==> src/rtl/core/ngr_pkg.sv <==
// Shared types and constants for the non-uniform three-point gradient block.
// Used by the front end, the job queue, the back end and the top level.
package ngr_pkg;

  localparam int DATA_WIDTH  = 32;
  localparam int FRAC_BITS   = 16;
  // sample difference width and job operand width
  localparam int DIFF_W      = DATA_WIDTH + 1;
  localparam int JOB_W       = DATA_WIDTH + 2;
  // hs*hd*(hs+hd) and the numerator sum both fit here
  localparam int MAG_W       = 3 * DIFF_W + 1;
  localparam int PROD_W      = DIFF_W + JOB_W;
  localparam int QUEUE_DEPTH = 4;
  localparam int QPTR_W      = $clog2(QUEUE_DEPTH);

  typedef enum logic [1:0] {
    ST_OK     = 2'd0,
    ST_ZERO   = 2'd1,
    ST_SINGLE = 2'd2,
    ST_SAT    = 2'd3
  } status_t;

  typedef enum logic [1:0] {
    JOB_DIV,     // a / b directly
    JOB_POLY,    // full non-uniform formula: hs=a, hd=b, yc-yb=c, yb-ya=d
    JOB_ZERO,    // zero spacing
    JOB_SINGLE   // one-sample run
  } job_kind_t;

  typedef struct packed {
    job_kind_t               kind;
    logic                    fin;
    logic signed [JOB_W-1:0] a;
    logic signed [JOB_W-1:0] b;
    logic signed [JOB_W-1:0] c;
    logic signed [JOB_W-1:0] d;
  } job_t;

endpackage

==> src/rtl/core/ngr_queue.sv <==
// Short job queue between the front end and the back end.
// Depends on ngr_pkg for the job type and depth.
module ngr_queue (
  input  logic          clk,
  input  logic          rst,
  input  logic          push,
  input  ngr_pkg::job_t push_job,
  output logic          push_ready,
  input  logic          pop,
  output logic          pop_valid,
  output ngr_pkg::job_t pop_job
);

  ngr_pkg::job_t                 slots [ngr_pkg::QUEUE_DEPTH];
  logic [ngr_pkg::QPTR_W-1:0]    wr_ptr, rd_ptr;
  logic [ngr_pkg::QPTR_W:0]      count;
  logic                          do_push, do_pop;

  assign push_ready = (count != (ngr_pkg::QPTR_W+1)'(ngr_pkg::QUEUE_DEPTH));
  assign pop_valid  = (count != '0);
  assign pop_job    = slots[rd_ptr];
  assign do_push    = push && push_ready;
  assign do_pop     = pop && pop_valid;

  always_ff @(posedge clk) begin
    if (rst) begin
      wr_ptr <= '0;
      rd_ptr <= '0;
      count  <= '0;
    end else begin
      if (do_push) begin
        slots[wr_ptr] <= push_job;
        wr_ptr        <= wr_ptr + 1'b1;
      end
      if (do_pop) rd_ptr <= rd_ptr + 1'b1;
      case ({do_push, do_pop})
        2'b10:   count <= count + 1'b1;
        2'b01:   count <= count - 1'b1;
        default: count <= count;
      endcase
    end
  end

endmodule

==> config.mk <==
export PLATFORM = sky130hd
export DESIGN_NAME = ngr_queue
export DESIGN_NICKNAME = d
export VERILOG_FILES = /design/src/rtl/core/ngr_pkg.sv /design/src/rtl/core/ngr_queue.sv
export SDC_FILE = /design/constraint.sdc
export NUM_CORES = 1
export LEC_CHECK = 0
export BUFFER_PORTS_ARGS = -buffer_cell sky130_fd_sc_hd__buf_2
export CORE_UTILIZATION = 45
export CTS_CLUSTER_SIZE = 12
export DETAILED_ROUTE_END_ITERATION = 7
export PLACE_DENSITY_LB_ADDON = 0.25
export SYNTH_ARGS = -nofsm -noshare
export SYNTH_HDL_FRONTEND = slang
export SYNTH_SLANG_ARGS = --single-unit
==> constraint.sdc <==
create_clock -name clk -period 14.52 [get_ports clk]
set_input_delay 0 -clock clk [delete_from_list [all_inputs] [get_ports clk]]
set_output_delay 0 -clock clk [all_outputs]
set_load 0.05 [all_outputs]
Yosys cells after proc, flatten, opt, wreduce, memory -nomap -nowiden
Memories as Yosys holds them, arrays and structs flattened. A register that Yosys moved wholly into a read port is not among the register bits.
Cells that the tools add are included.
{"block": "totals", "register_bits": 7, "ramBits": 556, "word_cells": 21, "mem_count": 1}
{"block": "classes", "add_sub_neg": 4, "eq_ne": 3, "mux": 6, "n_reduce_logical": 4}
{"name": "slots", "words": 4, "width": 139, "read_ports": 1, "rd_ports_with_merged_regs": 1, "write_ports": 1, "line_no": "ngr_queue.sv:14", "rtl": "ngr_pkg::job_t slots [ngr_pkg::QUEUE_DEPTH];"}
{"op": "case mux 3 bit (2 select lines)", "count": 1}
{"op": "adder 2 x 1 -> 2 bit (second input constant)", "count": 2}
{"op": "2-to-1 mux 2 bit", "count": 2}
{"op": "adder 3 x 1 -> 3 bit (second input constant)", "count": 1}
{"op": "2-to-1 mux 1 bit", "count": 3}
{"op": "inequality test 3 bit (second input constant)", "count": 1}
{"op": "nonzero test 3 bit", "count": 1}
{"op": "subtractor 3 x 1 -> 3 bit (second input constant)", "count": 1}
{"op": "== test 2 x 1 -> 1 bit (second input constant)", "count": 1}
{"op": "== test 2 bit (second input constant)", "count": 1}
{"op": "logical AND 1 bit", "count": 2}
{"op": "nonzero test 2 bit", "count": 1}

Longest topological paths before layout
{"block": "depth", "word_depth": 5, "depth_mapped": 9, "depth_no_buf": 9}

Least setup slack after synthesis
OpenSTA, ideal clock, no wires.
{"block": "synth_path", "path_kind": "flip-flop to flip-flop", "start": "register count[2] in the netlist's numbering", "end": "memory slots[0][0] in the netlist's numbering (enable)", "setup_ps": 836, "arrival_time_ps": 10980, "t_required_ps": 13684, "path_slack_ps": 2704, "path_stages_with_launch": 5, "synth_period_minus_slack_ps": 11816, "cell_sequence": "dfxtp_1 or3b_4 and2_4 inv_1 nor3b_1"}
{"block": "synth_via", "elab_chain_cells": 5}
{"item": "from (decl)", "line_no": "ngr_queue.sv:16", "rtl": "logic [ngr_pkg::QPTR_W:0] count;"}
{"item": "from (signal assigned)", "line_no": "ngr_queue.sv:37", "rtl": "2'b10: count <= count + 1'b1;"}
{"item": "from (signal assigned)", "line_no": "ngr_queue.sv:38", "rtl": "2'b01: count <= count - 1'b1;"}
{"item": "from (signal assigned)", "line_no": "ngr_queue.sv:39", "rtl": "default: count <= count;"}
{"item": "inequality test 3 bit", "line_no": "ngr_queue.sv:19", "rtl": "assign push_ready = (count != (ngr_pkg::QPTR_W+1)'(ngr_pkg::QUEUE_DEPTH));"}
{"item": "net push_ready", "line_no": "ngr_queue.sv:8", "rtl": "output logic push_ready,"}
{"item": "logical AND 1 bit", "line_no": "ngr_queue.sv:22", "rtl": "assign do_push = push && push_ready;"}
{"item": "2-to-1 mux 1 bit", "line_no": "ngr_queue.sv:31", "rtl": "if (do_push) begin"}
{"item": "2-to-1 mux 1 bit", "line_no": "ngr_queue.sv:26", "rtl": "if (rst) begin"}
{"item": "2-to-1 mux 1 bit (not written as such)", "line_no": "ngr_queue.sv:32", "rtl": "slots[wr_ptr] <= push_job;"}
{"item": "to (decl)", "line_no": "ngr_queue.sv:14"}
The timed path passes the listed nets, and every way through them passes these cells.

==> impl_metrics.ini <==
[pwr]
pwr_density_cell_nw_per_um2 = 177
ir_drop_v = 0.000111
power.switching_w = 0.00150
pwr-share-comb_pct = 28.2
leakagePower_nw = 8.59
power.share.clock_pct = 29.0
internal_power_w = 0.00306
netSwitchingFraction_pct = 32.9
p_seq_share_pct = 42.8

[final_layout]
instances_no_fill = 1878
syn2layout_area_growth_pct = 25.1
postLayoutCoreUtil_pct = 57.7
multiInputGateArea_um2 = 3430
final_cell_area_um2 = 25700
fillers = 3288
layout-drive-gt1-share_pct = 40.5
fin_nets = 1396
seq_area_um2 = 16900

[clock_tree]
clk_latency_ps = 590
cts_resized = 0
cts_made_buffers = 58
path_clk_slew_ps = 60
cts_root_buf = clkbuf_16
post_cts_buffers = 0
cts_max_level = 2
cts.sinks = 565
tritoncts = done
cts.path.max_buffers = 3

[placed_design]
place_area_um2 = 22600
place_congestion = 0.708
place_hpwl_um = 23700
dp.cells = 1636
io_buffers = 283

[timing]
skew_ps = 8.14
slew_viol_final = 0
fin_crit_ps = 4340
holdWs_ps = 159
finalCritPeriodShare_pct = 29.9
slew_headroom_pct = 29.7
rsz0062_at_grt = no
setup_viol = 0
final-hold-violation-count = 0
max_freq_ghz = 0.231
worst_pin_slew_ps = 1050
fin_tns_setup_ps = 0

[synth]
synth_fp_nets = 926
yosysSeqAreaShare_pct = 82.1
ys_ff_latch = 565
synthCells = 777
synthArstFlopShare_pct = 0
syn_avg_cell_area_um2 = 26.5
synth-edff-count = 556
synth_ff_type = edfxtp_1
synth_area_um2 = 20600
yosysWarnings = 0
yosys.cell_types.count = 25

[die]
die_height_um = 216
pin_count = 284
start_util_pct = 46.1
core_um2 = 44600
rows = 77
die_w_um = 216
die_area_um2 = 46500

[global_routing]
grtUsageTotal_pct = 17.8
antenna_found_initial = 4
grt_pass1_vias = 10300
grt_pass1_wl_um = 62100
grt_overflow = 0
grt_max_degree = 66

[critical_path]
cpPeakStageDelay_ps = 980
start_kind = flop
crit_type = flop to output port
path_common_cell = buf_4
crit_family = buffers and inverters
path_cells = buf_4 -> buf_4 -> mux4_2 -> buf_2
cp.required_ps = 14520
path_buf_inv = 3
crit_path_end_kind = output port
arrival_ps = 4340
critical-path-slowest-cell = dfxtp_4
cp_max_fo = 49

[min_path]
hold_path_class = primary input to flop

[routing]
drtPass1Iterations = 5
avgRoutedWirePerCell_um = 21.8
viasPerCell = 5.22
drcViolationCount = 0
ant_nets = 0
drt-initial-drc-count = 779
wirelength_um = 41000
vias = 9806

[job]
maxCapViolations = 0

[status]
status = finished clean
-- stage by stage --
step	power, W	setup WS, ps
after floorplan	0.00302	2700
after global placement	0.00325	10550
after detailed placement	0.00326	10570
after CTS	0.00462	9900
after global routing	0.00472	9670
final	0.00456	10180
-- path summary, 6_finish.rpt --
| check | start | endpoint | slack (ps) | cells past startpoint |
|---|---|---|---|---|
| min | push_job[0] | slots[2][0] | 160 | 2 |
| min reg2reg | wr_ptr[1] | wr_ptr[1] | 520 | 2 |
| max | flop | pop_job[137] | 10180 | 4 |
| max reg2reg | count[2] | slots[0][102] | 11790 | 6 |
-- final cells by class --
type / instances / share of cell area (%)
Sequential cell: 565 / 65.7
Multi-Input combinational cell: 174 / 13.4
Timing Repair Buffer: 442 / 11.5
Clock buffer: 74 / 5.96
Tap cell: 592 / 2.88
Clock inverter: 22 / 0.496
Inverter: 6 / 0.0876
Antenna cell: 3 / 0.0292
-- logic make-up after synthesis --
| group | after synthesis | share of synthesized area, % |
|---|---|---|
| buffers and inverters | 38 | 1.28 |
| adder cells (fa/ha/maj) | 6 | 0.402 |
| XOR/XNOR | 4 | 0.170 |
| multiplexers | 141 | 15.4 |
| flip-flops | 565 | 82.1 |
| AO/OA/AOI/OAI | 5 | 0.164 |
| AND/OR/NAND/NOR | 18 | 0.523 |
-- state kept, by name (all words and copies together), names as in the netlist, named ones only --
| register | count |
|---|---|
| slots | 556 |
| count | 3 |
| rd_ptr | 2 |
| wr_ptr | 2 |
-- metal layers --
layer,GRT usage (%),share of wire [%],vias up
li1,-,-,4305
met4,5.13,2.0,4
met3,4.65,6.5,67
met5,0,0.056,-
met2,27.5,48,309
met1,25.2,44,5121
-- power groups by stage --
stage	Clock [W]	Sequential (W)	Combinational, W
floorplan	0	0.00197	0.00105
global placement	0	0.00199	0.00127
detailed placement	0	0.00199	0.00127
CTS	0.00136	0.00196	0.00131
global route	0.00141	0.00197	0.00134
finish	0.00132	0.00195	0.00129
-- worst register-to-register path, delay by kind of cell, from the launching register on --
kind	cells	cell delay (ps)
buffers and inverters	3	1290
DFF	1	350
and+or+nand+nor	3	650
-- repair_timing --
item                       4_1_cts  5_1_grt
hold buffers                   143        0
setup endpoints to repair        0        0
hold endpoints to repair       565        0
-- Yosys cell counts, drive strengths merged (2+ instances only) --
cell / n / area share (%)
nand2b: 2 / 0.061
or3: 2 / 0.073
ha: 5 / 0.30
edfxtp: 556 / 81
dfxtp: 9 / 0.88
a21oi: 2 / 0.049
inv: 6 / 0.11
clkbuf: 2 / 0.037
buf: 30 / 1.1
mux4: 139 / 15
nor2: 8 / 0.15
nor3b: 4 / 0.15
xor2: 3 / 0.13
-- cell usage in the layout, fill, tap and decap left out, drive strengths merged, types with 2 or more instances in the layout --
master	instances
dfxtp	9
or3	2
nor2	8
nand2b	2
edfxtp	556
clkbuf	74
buf	299
diode	3
dlygate4sd3	143
xor2	3
ha	5
clkinv	19
inv	8
a21oi	2
mux4	139
nor3b	4
No activity file was read; power rests on OpenSTA's default activity.
